File: config.mk
export PLATFORM = sky130hd
export DESIGN_NAME = append_log_store_with_compaction_core_flat
export DESIGN_NICKNAME = d
export VERILOG_FILES = /design/src/design/alsc_pkg.sv /design/src/design/alsc_if.sv /design/src/design/append_log_store_with_compaction_core.sv /design/src/design/alsc_ram.sv /design/src/design/alsc_seq.sv /design/src/flat_wrapper.sv
export SDC_FILE = /design/constraint.sdc
export NUM_CORES = 2
export LEC_CHECK = 0
export ABC_CLOCK_PERIOD_IN_PS = 10410
export BUFFER_PORTS_ARGS = -buffer_cell sky130_fd_sc_hd__buf_4
export CAP_MARGIN = 20
export CORE_MARGIN = 2
export CORE_UTILIZATION = 35
export DETAILED_ROUTE_END_ITERATION = 10
export SKIP_CTS_REPAIR_TIMING = 1
export SLEW_MARGIN = 20
export SYNTH_ARGS = -nofsm -noshare
export SYNTH_HDL_FRONTEND = slang
export SYNTH_SLANG_ARGS = --single-unit
File: constraint.sdc
create_clock -name clk -period 10.41 [get_ports clk]
set_input_delay 0.5205 -clock clk [delete_from_list [all_inputs] [get_ports clk]]
set_output_delay 0.5205 -clock clk [all_outputs]
set_load 0.05 [all_outputs]
File: src/design/alsc_pkg.sv
// shared constants and types for the append log store
package alsc_pkg;

  // fixed field widths of the request and response channels
  localparam int OP_BITS      = 2;
  localparam int KEY_BITS     = 4;
  localparam int PAYLOAD_BITS = 32;

  // default store geometry
  localparam int SLOT_COUNT_DEF = 64;
  localparam int KEY_COUNT_DEF  = 16;
  localparam int DATA_BITS_DEF  = 32;

  // operation codes
  localparam logic [OP_BITS-1:0] OP_SAVE  = 2'd0;
  localparam logic [OP_BITS-1:0] OP_FIND  = 2'd1;
  localparam logic [OP_BITS-1:0] OP_CLEAR = 2'd2;

  // result handed from the sequencer to the response stage
  typedef struct packed {
    logic                    found;
    logic [PAYLOAD_BITS-1:0] stored_payload;
    logic                    compacted;
  } alsc_result_t;

endpackage

File: src/design/alsc_if.sv
// request and response channel interfaces of the append log store

interface alsc_req_if;
  logic                               valid;
  logic                               ready;
  logic [alsc_pkg::OP_BITS-1:0]       operation;
  logic [alsc_pkg::KEY_BITS-1:0]      lamp_id;
  logic [alsc_pkg::PAYLOAD_BITS-1:0]  payload;

  modport source (output valid, operation, lamp_id, payload, input ready);
  modport sink   (input valid, operation, lamp_id, payload, output ready);
endinterface

interface alsc_rsp_if;
  logic                               valid;
  logic                               ready;
  logic                               found;
  logic [alsc_pkg::PAYLOAD_BITS-1:0]  stored_payload;
  logic                               compacted;

  modport source (output valid, found, stored_payload, compacted, input ready);
  modport sink   (input valid, found, stored_payload, compacted, output ready);
endinterface

File: src/design/append_log_store_with_compaction_core.sv
// Append log store with compaction. Each request transaction (save, find,
// clear) gives exactly one response transaction. Entries live in a slot log
// memory of SLOT_COUNT words plus a per key table holding the slot of each
// key's newest entry; both are single write, single registered read memories
// and every operation walks them one access per cycle. A save into a store
// with room appends the entry, and a find reads the key table, then the slot
// log. A save into a full store compacts first: a gather pass reads every
// surviving key's newest payload into the key table, then a rewrite pass
// appends the survivors from slot 0 in key order, and the new entry is
// appended after them. A clear needs no memory sweep, since only slots
// below the fill count are ever read. A new request is taken while the
// previous response still waits in the output register.
module append_log_store_with_compaction_core #(
  parameter int SLOT_COUNT = alsc_pkg::SLOT_COUNT_DEF,
  parameter int KEY_COUNT  = alsc_pkg::KEY_COUNT_DEF,
  parameter int DATA_BITS  = alsc_pkg::DATA_BITS_DEF
) (
  input  logic       clk,
  input  logic       rst,
  alsc_req_if.sink   req,
  alsc_rsp_if.source rsp
);

  import alsc_pkg::*;

  localparam int SLOT_ADDR_BITS = $clog2(SLOT_COUNT);
  localparam int KEY_ADDR_BITS  = (KEY_COUNT > 1) ? $clog2(KEY_COUNT) : 1;
  localparam int SLOT_W         = KEY_BITS + DATA_BITS;
  localparam int KTAB_W         = SLOT_ADDR_BITS + DATA_BITS;

  logic                      res_valid;
  logic                      res_ready;
  alsc_result_t              res;

  logic                      slot_we;
  logic [SLOT_ADDR_BITS-1:0] slot_waddr;
  logic [SLOT_W-1:0]         slot_wdata;
  logic [SLOT_ADDR_BITS-1:0] slot_raddr;
  logic [SLOT_W-1:0]         slot_rdata;
  logic                      ktab_we;
  logic [KEY_ADDR_BITS-1:0]  ktab_waddr;
  logic [KTAB_W-1:0]         ktab_wdata;
  logic [KEY_ADDR_BITS-1:0]  ktab_raddr;
  logic [KTAB_W-1:0]         ktab_rdata;

  logic                      out_valid;
  alsc_result_t              out_res;

  alsc_seq #(
    .SLOT_COUNT     (SLOT_COUNT),
    .KEY_COUNT      (KEY_COUNT),
    .DATA_BITS      (DATA_BITS),
    .SLOT_ADDR_BITS (SLOT_ADDR_BITS),
    .KEY_ADDR_BITS  (KEY_ADDR_BITS)
  ) u_seq (
    .clk        (clk),
    .rst        (rst),
    .req        (req),
    .res_valid  (res_valid),
    .res        (res),
    .res_ready  (res_ready),
    .slot_we    (slot_we),
    .slot_waddr (slot_waddr),
    .slot_wdata (slot_wdata),
    .slot_raddr (slot_raddr),
    .slot_rdata (slot_rdata),
    .ktab_we    (ktab_we),
    .ktab_waddr (ktab_waddr),
    .ktab_wdata (ktab_wdata),
    .ktab_raddr (ktab_raddr),
    .ktab_rdata (ktab_rdata)
  );

  // slot log: key and payload of every appended entry
  alsc_ram #(
    .DEPTH     (SLOT_COUNT),
    .ADDR_BITS (SLOT_ADDR_BITS),
    .WIDTH     (SLOT_W)
  ) u_slot_ram (
    .clk   (clk),
    .we    (slot_we),
    .waddr (slot_waddr),
    .wdata (slot_wdata),
    .raddr (slot_raddr),
    .rdata (slot_rdata)
  );

  // key table: newest slot per key
  alsc_ram #(
    .DEPTH     (KEY_COUNT),
    .ADDR_BITS (KEY_ADDR_BITS),
    .WIDTH     (KTAB_W)
  ) u_key_ram (
    .clk   (clk),
    .we    (ktab_we),
    .waddr (ktab_waddr),
    .wdata (ktab_wdata),
    .raddr (ktab_raddr),
    .rdata (ktab_rdata)
  );

  // response output register
  assign res_ready = !out_valid || rsp.ready;

  always_ff @(posedge clk) begin
    if (rst) begin
      out_valid <= 1'b0;
    end else if (res_valid && res_ready) begin
      out_valid <= 1'b1;
    end else if (rsp.ready) begin
      out_valid <= 1'b0;
    end
  end

  always_ff @(posedge clk) begin
    if (res_valid && res_ready) begin
      out_res <= res;
    end
  end

  assign rsp.valid          = out_valid;
  assign rsp.found          = out_res.found;
  assign rsp.stored_payload = out_res.stored_payload;
  assign rsp.compacted      = out_res.compacted;

endmodule

File: src/design/alsc_ram.sv
// simple dual port memory, one write and one registered read per cycle
module alsc_ram #(
  parameter int DEPTH     = 64,
  parameter int ADDR_BITS = 6,
  parameter int WIDTH     = 36
) (
  input  logic                 clk,
  input  logic                 we,
  input  logic [ADDR_BITS-1:0] waddr,
  input  logic [WIDTH-1:0]     wdata,
  input  logic [ADDR_BITS-1:0] raddr,
  output logic [WIDTH-1:0]     rdata
);

  logic [WIDTH-1:0] mem [DEPTH];

  // write port
  always_ff @(posedge clk) begin
    if (we) begin
      mem[waddr] <= wdata;
    end
  end

  // registered read port
  always_ff @(posedge clk) begin
    rdata <= mem[raddr];
  end

endmodule

File: src/design/alsc_seq.sv
// operation sequencer: append, lookup, clear and two pass compaction
module alsc_seq #(
  parameter int SLOT_COUNT     = alsc_pkg::SLOT_COUNT_DEF,
  parameter int KEY_COUNT      = alsc_pkg::KEY_COUNT_DEF,
  parameter int DATA_BITS      = alsc_pkg::DATA_BITS_DEF,
  parameter int SLOT_ADDR_BITS = $clog2(SLOT_COUNT),
  parameter int KEY_ADDR_BITS  = (KEY_COUNT > 1) ? $clog2(KEY_COUNT) : 1
) (
  input  logic                                   clk,
  input  logic                                   rst,
  alsc_req_if.sink                               req,
  output logic                                   res_valid,
  output alsc_pkg::alsc_result_t                 res,
  input  logic                                   res_ready,
  // slot log memory
  output logic                                   slot_we,
  output logic [SLOT_ADDR_BITS-1:0]              slot_waddr,
  output logic [alsc_pkg::KEY_BITS+DATA_BITS-1:0] slot_wdata,
  output logic [SLOT_ADDR_BITS-1:0]              slot_raddr,
  input  logic [alsc_pkg::KEY_BITS+DATA_BITS-1:0] slot_rdata,
  // per key table: newest slot and compaction holding field
  output logic                                   ktab_we,
  output logic [KEY_ADDR_BITS-1:0]               ktab_waddr,
  output logic [SLOT_ADDR_BITS+DATA_BITS-1:0]    ktab_wdata,
  output logic [KEY_ADDR_BITS-1:0]               ktab_raddr,
  input  logic [SLOT_ADDR_BITS+DATA_BITS-1:0]    ktab_rdata
);

  import alsc_pkg::*;

  localparam int FILL_BITS = $clog2(SLOT_COUNT + 1);
  localparam int CNT_BITS  = $clog2(KEY_COUNT + 1);

  typedef enum logic [3:0] {
    ST_IDLE,
    ST_FIND_TAB,
    ST_FIND_SLOT,
    ST_FIND_DATA,
    ST_P1_TAB,
    ST_P1_SLOT,
    ST_P1_WB,
    ST_P2_TAB,
    ST_P2_WR,
    ST_APPEND,
    ST_DONE
  } state_t;

  state_t                    state;
  logic [KEY_BITS-1:0]       key_raw;
  logic [KEY_ADDR_BITS-1:0]  key_idx;
  logic [DATA_BITS-1:0]      data;
  logic [FILL_BITS-1:0]      fill;
  logic [CNT_BITS-1:0]       cnt;
  logic [KEY_COUNT-1:0]      seen;
  logic [KEY_COUNT-1:0]      keep;
  logic                      res_found;
  logic [DATA_BITS-1:0]      res_data;
  logic                      res_comp;

  logic                      req_key_ok;
  logic [KEY_ADDR_BITS-1:0]  req_key_idx;
  logic [KEY_COUNT-1:0]      keep_init;
  logic [KEY_ADDR_BITS-1:0]  cnt_idx;
  logic                      cnt_end;
  logic                      store_full;
  logic [SLOT_ADDR_BITS-1:0] ktab_slot;
  logic [DATA_BITS-1:0]      ktab_data;
  logic [DATA_BITS-1:0]      slot_data_rd;

  // request decode and field views
  assign req_key_ok   = (32'(req.lamp_id) < 32'(KEY_COUNT));
  assign req_key_idx  = KEY_ADDR_BITS'(req.lamp_id);
  assign cnt_idx      = cnt[KEY_ADDR_BITS-1:0];
  assign cnt_end      = (cnt == CNT_BITS'(KEY_COUNT));
  assign store_full   = (fill == FILL_BITS'(SLOT_COUNT));
  assign ktab_slot    = ktab_rdata[SLOT_ADDR_BITS+DATA_BITS-1:DATA_BITS];
  assign ktab_data    = ktab_rdata[DATA_BITS-1:0];
  assign slot_data_rd = slot_rdata[DATA_BITS-1:0];

  // survivors of a compaction: every key with an entry except the one being saved
  always_comb begin
    for (int i = 0; i < KEY_COUNT; i++) begin
      keep_init[i] = seen[i] && (KEY_ADDR_BITS'(i) != req_key_idx);
    end
  end

  assign req.ready = (state == ST_IDLE) && !rst;
  assign res_valid = (state == ST_DONE);

  always_comb begin
    res.found          = res_found;
    res.stored_payload = PAYLOAD_BITS'(res_data);
    res.compacted      = res_comp;
  end

  // memory port control
  always_comb begin
    slot_we    = 1'b0;
    slot_waddr = fill[SLOT_ADDR_BITS-1:0];
    slot_wdata = {key_raw, data};
    slot_raddr = ktab_slot;
    ktab_we    = 1'b0;
    ktab_waddr = key_idx;
    ktab_wdata = {fill[SLOT_ADDR_BITS-1:0], data};
    ktab_raddr = key_idx;
    unique case (state)
      ST_P1_TAB, ST_P2_TAB: begin
        ktab_raddr = cnt_idx;
      end
      ST_P1_WB: begin
        // park the survivor payload in the key table until the rewrite pass
        ktab_we    = 1'b1;
        ktab_waddr = cnt_idx;
        ktab_wdata = {{SLOT_ADDR_BITS{1'b0}}, slot_data_rd};
      end
      ST_P2_WR: begin
        slot_we    = 1'b1;
        slot_wdata = {KEY_BITS'(cnt), ktab_data};
        ktab_we    = 1'b1;
        ktab_waddr = cnt_idx;
        ktab_wdata = {fill[SLOT_ADDR_BITS-1:0], ktab_data};
      end
      ST_APPEND: begin
        slot_we = 1'b1;
        ktab_we = 1'b1;
      end
      default: begin
      end
    endcase
  end

  // sequencer state and result registers
  always_ff @(posedge clk) begin
    if (rst) begin
      state <= ST_IDLE;
      seen  <= '0;
      keep  <= '0;
      fill  <= '0;
      cnt   <= '0;
    end else begin
      unique case (state)
        ST_IDLE: begin
          if (req.valid) begin
            key_raw   <= req.lamp_id;
            key_idx   <= req_key_idx;
            data      <= req.payload[DATA_BITS-1:0];
            res_found <= 1'b0;
            res_data  <= '0;
            res_comp  <= 1'b0;
            unique case (req.operation)
              OP_SAVE: begin
                if (!req_key_ok) begin
                  state <= ST_DONE;
                end else if (store_full) begin
                  keep     <= keep_init;
                  seen     <= '0;
                  fill     <= '0;
                  cnt      <= '0;
                  res_comp <= 1'b1;
                  state    <= ST_P1_TAB;
                end else begin
                  state <= ST_APPEND;
                end
              end
              OP_FIND: begin
                if (req_key_ok && seen[req_key_idx]) begin
                  state <= ST_FIND_TAB;
                end else begin
                  state <= ST_DONE;
                end
              end
              OP_CLEAR: begin
                seen  <= '0;
                fill  <= '0;
                state <= ST_DONE;
              end
              default: begin
                state <= ST_DONE;
              end
            endcase
          end
        end
        ST_FIND_TAB: begin
          state <= ST_FIND_SLOT;
        end
        ST_FIND_SLOT: begin
          state <= ST_FIND_DATA;
        end
        ST_FIND_DATA: begin
          res_found <= 1'b1;
          res_data  <= slot_data_rd;
          state     <= ST_DONE;
        end
        // gather pass: copy each survivor's newest payload into the key table
        ST_P1_TAB: begin
          if (cnt_end) begin
            cnt   <= '0;
            state <= ST_P2_TAB;
          end else if (keep[cnt_idx]) begin
            state <= ST_P1_SLOT;
          end else begin
            cnt <= cnt + CNT_BITS'(1);
          end
        end
        ST_P1_SLOT: begin
          state <= ST_P1_WB;
        end
        ST_P1_WB: begin
          cnt   <= cnt + CNT_BITS'(1);
          state <= ST_P1_TAB;
        end
        // rewrite pass: survivors land from slot 0 up in key order
        ST_P2_TAB: begin
          if (cnt_end) begin
            state <= ST_APPEND;
          end else if (keep[cnt_idx]) begin
            state <= ST_P2_WR;
          end else begin
            cnt <= cnt + CNT_BITS'(1);
          end
        end
        ST_P2_WR: begin
          seen[cnt_idx] <= 1'b1;
          fill          <= fill + FILL_BITS'(1);
          cnt           <= cnt + CNT_BITS'(1);
          state         <= ST_P2_TAB;
        end
        ST_APPEND: begin
          seen[key_idx] <= 1'b1;
          fill          <= fill + FILL_BITS'(1);
          state         <= ST_DONE;
        end
        ST_DONE: begin
          if (res_ready) begin
            state <= ST_IDLE;
          end
        end
        default: begin
          state <= ST_IDLE;
        end
      endcase
    end
  end

  // a slot write always finds room
  a_write_room: assert property (@(posedge clk) disable iff (rst)
    (state == ST_APPEND || state == ST_P2_WR) |-> (fill < FILL_BITS'(SLOT_COUNT)))
    else $error("slot write with the store full");

  // compaction starts from an empty store and flags the result
  a_compact_start: assert property (@(posedge clk) disable iff (rst)
    (state == ST_P1_TAB && $past(state) == ST_IDLE) |->
      (fill == '0 && seen == '0 && res_comp))
    else $error("compaction did not start from an empty store");

  // the key being saved never survives its own compaction
  a_skip_key: assert property (@(posedge clk) disable iff (rst)
    (state == ST_P1_TAB || state == ST_P2_TAB) |-> !keep[key_idx])
    else $error("saved key kept by compaction");

  // a lookup only reaches its data read for a key that holds an entry
  a_find_seen: assert property (@(posedge clk) disable iff (rst)
    (state == ST_FIND_DATA) |-> seen[key_idx])
    else $error("lookup of a key with no entry");

endmodule

File: src/flat_wrapper.sv
// flat-port wrapper written by rule: the top's interface ports become plain ports
module append_log_store_with_compaction_core_flat import alsc_pkg::*;
#(
  parameter int SLOT_COUNT = alsc_pkg::SLOT_COUNT_DEF,
  parameter int KEY_COUNT  = alsc_pkg::KEY_COUNT_DEF,
  parameter int DATA_BITS  = alsc_pkg::DATA_BITS_DEF
)
  (clk, rst, req_valid, req_operation, req_lamp_id, req_payload, req_ready, rsp_valid, rsp_found, rsp_stored_payload, rsp_compacted, rsp_ready);
  alsc_req_if req_i ();
  alsc_rsp_if rsp_i ();
  input  logic clk;
  input  logic rst;
  input wire logic [$bits(req_i.valid)-1:0] req_valid;
  input wire logic [$bits(req_i.operation)-1:0] req_operation;
  input wire logic [$bits(req_i.lamp_id)-1:0] req_lamp_id;
  input wire logic [$bits(req_i.payload)-1:0] req_payload;
  output wire logic [$bits(req_i.ready)-1:0] req_ready;
  output wire logic [$bits(rsp_i.valid)-1:0] rsp_valid;
  output wire logic [$bits(rsp_i.found)-1:0] rsp_found;
  output wire logic [$bits(rsp_i.stored_payload)-1:0] rsp_stored_payload;
  output wire logic [$bits(rsp_i.compacted)-1:0] rsp_compacted;
  input wire logic [$bits(rsp_i.ready)-1:0] rsp_ready;
  assign req_i.valid = req_valid;
  assign req_i.operation = req_operation;
  assign req_i.lamp_id = req_lamp_id;
  assign req_i.payload = req_payload;
  assign req_ready = req_i.ready;
  assign rsp_valid = rsp_i.valid;
  assign rsp_found = rsp_i.found;
  assign rsp_stored_payload = rsp_i.stored_payload;
  assign rsp_compacted = rsp_i.compacted;
  assign rsp_i.ready = rsp_ready;
  append_log_store_with_compaction_core #(.SLOT_COUNT(SLOT_COUNT), .KEY_COUNT(KEY_COUNT), .DATA_BITS(DATA_BITS)) u_core (.clk(clk), .rst(rst), .req(req_i), .rsp(rsp_i));
endmodule
Yosys cells after proc, flatten, opt, wreduce, memory -nomap -nowiden
Memories as Yosys holds them, arrays and structs flattened. A register that Yosys moved wholly into a read port is not among the register bits.
Cells that the tools add are included.
{"block": "classes", "mux": 50, "n_reduce_logical": 43, "addsub": 2, "multipliers": 0, "eq_ne": 38, "bitwise_logic": 3, "order_cmp": 5, "shifts": 0, "n_div": 0}
{"operator": "$pmux 38 s2", "n": 1}
{"operator": "$pmux 32 s2", "n": 1}
{"operator": "$pmux 16 s3", "n": 1}
{"operator": "$mux 4", "n": 10}
{"operator": "$pmux 4 s10", "n": 1}
{"operator": "$mux 36", "n": 1}
{"operator": "$mux 16", "n": 2}
{"operator": "$mux 32", "n": 1}
{"operator": "$ne 4x4->1 const A", "n": 8}
{"operator": "$or 16x16->16", "n": 2}
{"operator": "$pmux 16 s2", "n": 1}
{"operator": "$mux 5", "n": 6}
{"operator": "$pmux 7 s2", "n": 2}
{"operator": "$logic_and 1x1->1", "n": 20}
{"operator": "$pmux 5 s4", "n": 1}
{"operator": "$eq 4x3->1 const B", "n": 4}
{"operator": "$ne 3x4->1 const A", "n": 4}
{"operator": "$reduce_and 4->1", "n": 4}
{"operator": "$lt 4x5->1 const B", "n": 3}
{"operator": "$mux 1", "n": 14}
{"operator": "$mux 7", "n": 2}
{"operator": "$eq 4x4->1 const B", "n": 3}
{"operator": "$ne 3x3->1 const B", "n": 3}
{"operator": "$bmux 1 s4", "n": 2}
{"operator": "other kinds (29)", "n": 44}
{"block": "totals", "mem_bits_rw": 2912, "latch_bits": 0, "mem_bits_ro": 0, "input_bits": 42, "reg_bits": 153, "memories": 2}
{"memory": "u_core.u_slot_ram.mem", "depth": 64, "width": 36, "read_ports": 1, "rd_ports_with_merged_regs": 1, "wr": 1, "line_no": "alsc_ram.sv:15", "rtl": "logic [WIDTH-1:0] mem [DEPTH];"}
{"memory": "u_core.u_key_ram.mem", "depth": 16, "width": 38, "read_ports": 1, "rd_ports_with_merged_regs": 1, "wr": 1, "line_no": "alsc_ram.sv:15"}

Longest topological paths before layout
{"block": "depth", "word_depth": 6, "ltp_mapped": 12, "depth_no_buf": 9}

Modules after synthesis
Synthesis repeated with hierarchy kept, for this count alone.
{"block": "hier_totals", "cells_unflattened": 5456, "area_unflattened_um2": 119060.4}
{"mod": "alsc_ram at u_core.u_slot_ram", "area_per_inst_um2": 87959.4, "cells_each": 3780, "n_inst": 1}
{"mod": "alsc_ram at u_core.u_key_ram", "area_per_inst_um2": 23570.1, "cells_each": 989, "n_inst": 1}
{"mod": "alsc_seq", "area_per_inst_um2": 6454.9, "cells_each": 648, "n_inst": 1}
{"mod": "append_log_store_with_compaction_core", "area_per_inst_um2": 1076.0, "cells_each": 39, "n_inst": 1}

Least setup slack after synthesis
Ideal clock, no wire load.
{"block": "synth_path", "path_type": "register -> register", "startpoint": "register u_core.u_seq.state[2]", "endpoint": "memory u_core.u_key_ram.mem[0][0] (netlist bit) (enable)", "path_buffers": 2, "arrival_time_ps": 3491, "setup_ps": 433, "period_less_slack_ps": 3924, "required_ps": 9977, "path_slack_ps": 6486, "path_stages_with_launch": 8, "cell_sequence": "dfxtp_1 clkbuf_1 nor4b_1 nor2_1 clkbuf_1 nor3_1 a21oi_1 nor2_1"}
{"block": "synth_via", "elab_chain_cells": 5, "word_cells_on_any_way": 9, "classes_between": "eq/ne: 3; mux: 4; reduce/logical: 2"}
{"element": "start: declaration", "line_no": "alsc_seq.sv:48", "rtl": "state_t state;"}
{"element": "start signal: assignment", "line_no": "alsc_seq.sv:135", "rtl": "state <= ST_IDLE;"}
{"element": "start signal: assignment", "line_no": "alsc_seq.sv:153", "rtl": "state <= ST_DONE;"}
{"element": "start signal: assignment", "line_no": "alsc_seq.sv:160", "rtl": "state <= ST_P1_TAB;"}
{"element": "$eq 4x4->1 / $eq 4x3->1 (equally long branches)", "line_no": "alsc_seq.sv:106", "rtl": "unique case (state)"}
{"element": "$reduce_or 3->1 (no line)"}
{"element": "$mux 1", "line_no": "alsc_seq.sv:106"}
{"element": "$mux 1", "line_no": "alsc_ram.sv:19", "rtl": "if (we) begin"}
{"element": "$mux 1 (not written as such)", "line_no": "alsc_ram.sv:20", "rtl": "mem[waddr] <= wdata;"}
{"element": "end: declaration", "line_no": "alsc_ram.sv:15"}
Several ways; a longest one is shown, not always the timed one.

==> results.md <==
- # IOs: 78
- Die X: around 560 um
- Post-synth EDFFs: about 2,800
- Fin area: approximately 0.13 mm2
- Routed len/inst: a little under 30 um
- PD cells: 266.0 mW/mm2
- Main synth FF type: edfxtp_1
- Synth Area in Adders: 0.06854%
- Initial Util: around a third
- Setup TNS: 0 ns
- Static leakage: around 40 nW
- Synth unique cells: between 60 and 70
- DRC errors left: 0
- CP arrival: 5.44 ns
- Syn_area_per_cell: ~22 um2
- Period utilization: between 40% and 50%
- GRT overflow: 0
- Yosys warns: 0
- Setup crit end kind: flip-flop
- Synth cell count leaders: edfxtp_1, mux4_2, nand2_1, clkbuf_1, nor2_1
- Largest net degree at the start of global routing: ~140
- MaxCap Viol Count: 0
- CTS Buf Count: approximately 300
- Share of the synthesized area in the top cell type: 75.67%
- Total GRT Usage: 17.33%
- Worst-case clock buffer depth: 4
- Placed instance area: roughly 0.12 mm2
- Worst Setup Slack, final: ~5.7 ns
- Hold Crit Class: in2reg
- Crit-path max FO: 36
- Initial antenna violation count: 18
- Largest family of logic cells by synthesized area: multiplexers
- GP Congestion: between 0.7 and 0.8
- Clock Latency Late Sink: slightly above 0.9 ns
- Post-Synth XOR/XNOR Area: less than 1%
- RSZ-0062 raised after global routing: false
- DP HPWL: ~150,000 um
- Largest cells by area after synthesis: edfxtp_1, mux4_2, dfxtp_1, nand2_1, nand3_1
- Row count: between 200 and 250
- Initial DRC Count: between 6,000 and 7,000
- Async SR Flop Fraction: 0%
- Peak VDD IR: 0.2401 mV
- Share of layout cells above drive strength 1: between 20% and 30%
- TritonCTS clock tree: yes
- CTS HTree Levels: 5
- Final setup fails: 0
- Synth Net Count: between 5,000 and 6,000
- Pre-antenna DRT Iters: 5
- Area grow syn2layout: 14.78%
- Via Count: about 53,000
- Post-synthesis simple-gate area fraction: ~3.2%
- Most numerous cell in the Yosys netlist: edfxtp_1
- Clock skew: between 0.06 and 0.07 ns
- CTS sink cnt: between 2,000 and 3,000
- Worst Tran Pin Value: 1.109 ns
- Fin crit period: about 4.7 ns
- Final Hold Viols: 0
- Worst EP required: 11.18 ns
- Number of buffers added on ports: between 70 and 80
- Cells after synthesis: 5,014
- Fin Hold WS: between 0.05 and 0.06 ns
- Core Region: 0.3116 mm2
- Max-slew violation count: 0
- Setup slack at placement: around 5.7 ns
- Die Y: roughly 560 um
- Worst setup SP type: flip-flop
- WS Path Type: reg2reg
- Worst-path clk slew: roughly 0.06 ns
- Synth Area in Compound Gates: 1.762%
- Syn Std Cell Area: approximately 0.11 mm2
- Number of global-route vias before repair: 52,460
- Status: completed
- Mux share of post-synthesis cell area: 15.89%
- Seq/Total Area, Yosys: around 80%
- Vias per inst: roughly 5.5
- Global-route wire length before repair: slightly below 400,000 um
- Slew headroom: approximately a quarter
- Yosys reg bits: around 2,900
- Post-synth top area cell: edfxtp_1
- Fin nets: between 5,000 and 6,000
- Drt total wl: between 200,000 and 300,000 um
- Die ar.: between 0.3 and 0.4 mm2
- ANT nets after route: 0
- FMAX: ~0.21 GHz
- CTS root buffer: clkbuf_16
-- path summary, 6_finish.rpt --
path / startpoint / slack [ns] / cells after the start / to
worst max-delay path: u_core.u_key_ram.rdata[33]$_DFF_P_ / 5.74 / 7 / u_core.u_slot_ram.rdata[19]$_DFF_P_
worst min-delay path: rst / 0.05 / 2 / u_core.u_seq.keep[0]$_SDFFE_PP0P_
worst max register to register: u_core.u_key_ram.rdata[33]$_DFF_P_ / 5.74 / 7 / u_core.u_slot_ram.rdata[19]$_DFF_P_
worst min register to register: u_core.u_seq.res_data[5]$_SDFFCE_PN0P_ / 0.42 / 0 / u_core.rsp.stored_payload[5]$_DFFE_PP_
-- metal layers --
metal	vias up	GRT usage [%]	share of wire [%]
li1	21480	-	-
met5	-	0	0.0072
met3	432	3.254	7.8
met1	28530	24.35	42
met4	2	3.845	2.0
met2	2268	28.08	49
-- flip-flops by register name (all words and copies together), names as in the netlist, 4 cells and up --
register,count
u_core.u_seq.data,32
u_core.u_seq.seen,16
u_core.u_seq.fill,7
u_core.u_seq.cnt,5
u_core.u_seq.state,4
u_core.u_slot_ram.rdata,32
u_core.rsp.stored_payload,32
u_core.u_seq.keep,16
u_core.u_key_ram.rdata,38
u_core.u_slot_ram.mem,2048
u_core.u_key_ram.mem,608
u_core.u_seq.res_data,32
u_core.u_seq.key_idx,4
-- cell usage in the layout (no fill, tap or decap), types with 39 or more instances in the layout --
cell       synthesis  final
clkinv_2           0     44
nor2_1           132     45
clkbuf_16          0    309
mux4_2           748    748
mux2i_1           53     53
dfxtp_1          119    113
buf_4             25    206
nand2_1          442    409
nand3_1          112    112
edfxtp_1        2760   2760
a21oi_1           41     41
clkbuf_1         140     75
clkinv_1           0     50
a22o_1            39     39
nor2_4             0     87
-- layout make-up --
class	instances	area, um2
fill	27000	185900
clock inverter	128	1066
timing repair buffer	253	2088
sequential	2879	85280
multi-input combinational	1849	23840
antenna	1	2.502
clock buffer	399	8220
inverter	10	37.54
tap	4140	5180
-- logic make-up (layout without fill, tap and decap cells) --
kind of cell             after synthesis  in the layout
other                                  0              1
adder cells (fa/ha/maj)                6              6
buffers and inverters                286            790
XOR/XNOR                               6              6
flip-flops                          2879           2879
AO/OA/AOI/OAI                        238            238
multiplexers                         803            803
AND/OR/NAND/NOR                      796            796
-- report_power, final --
part | internal (mW) | switching [mW] | total (mW)
Sequential | 14.3 | 0.515 | 14.8
Clock | 5.94 | 4.32 | 10.3
Combinational | 3.44 | 4.95 | 8.40
-- metrics by stage --
step / util, % / power (mW) / std cells
CTS: 40.19 / 33.63 / 9622
floorplan: - / 20.46 / 5014
finish: 40.34 / 33.44 / 9659
global placement: 37.20 / 23.26 / 9092
detailed placement: 37.21 / 23.42 / 9095
global route: 40.34 / 34.60 / 9658
-- worst max-delay path, cell delays in order (launching register included) --
cell	delay, ns
dfxtp_4	0.91
buf_4	0.80
buf_4	0.74
mux4_2	0.41
mux4_2	0.48
nor2b_1	0.14
a211oi_1	0.81
a21oi_1	0.09
Power figures use the tool's default switching activity.
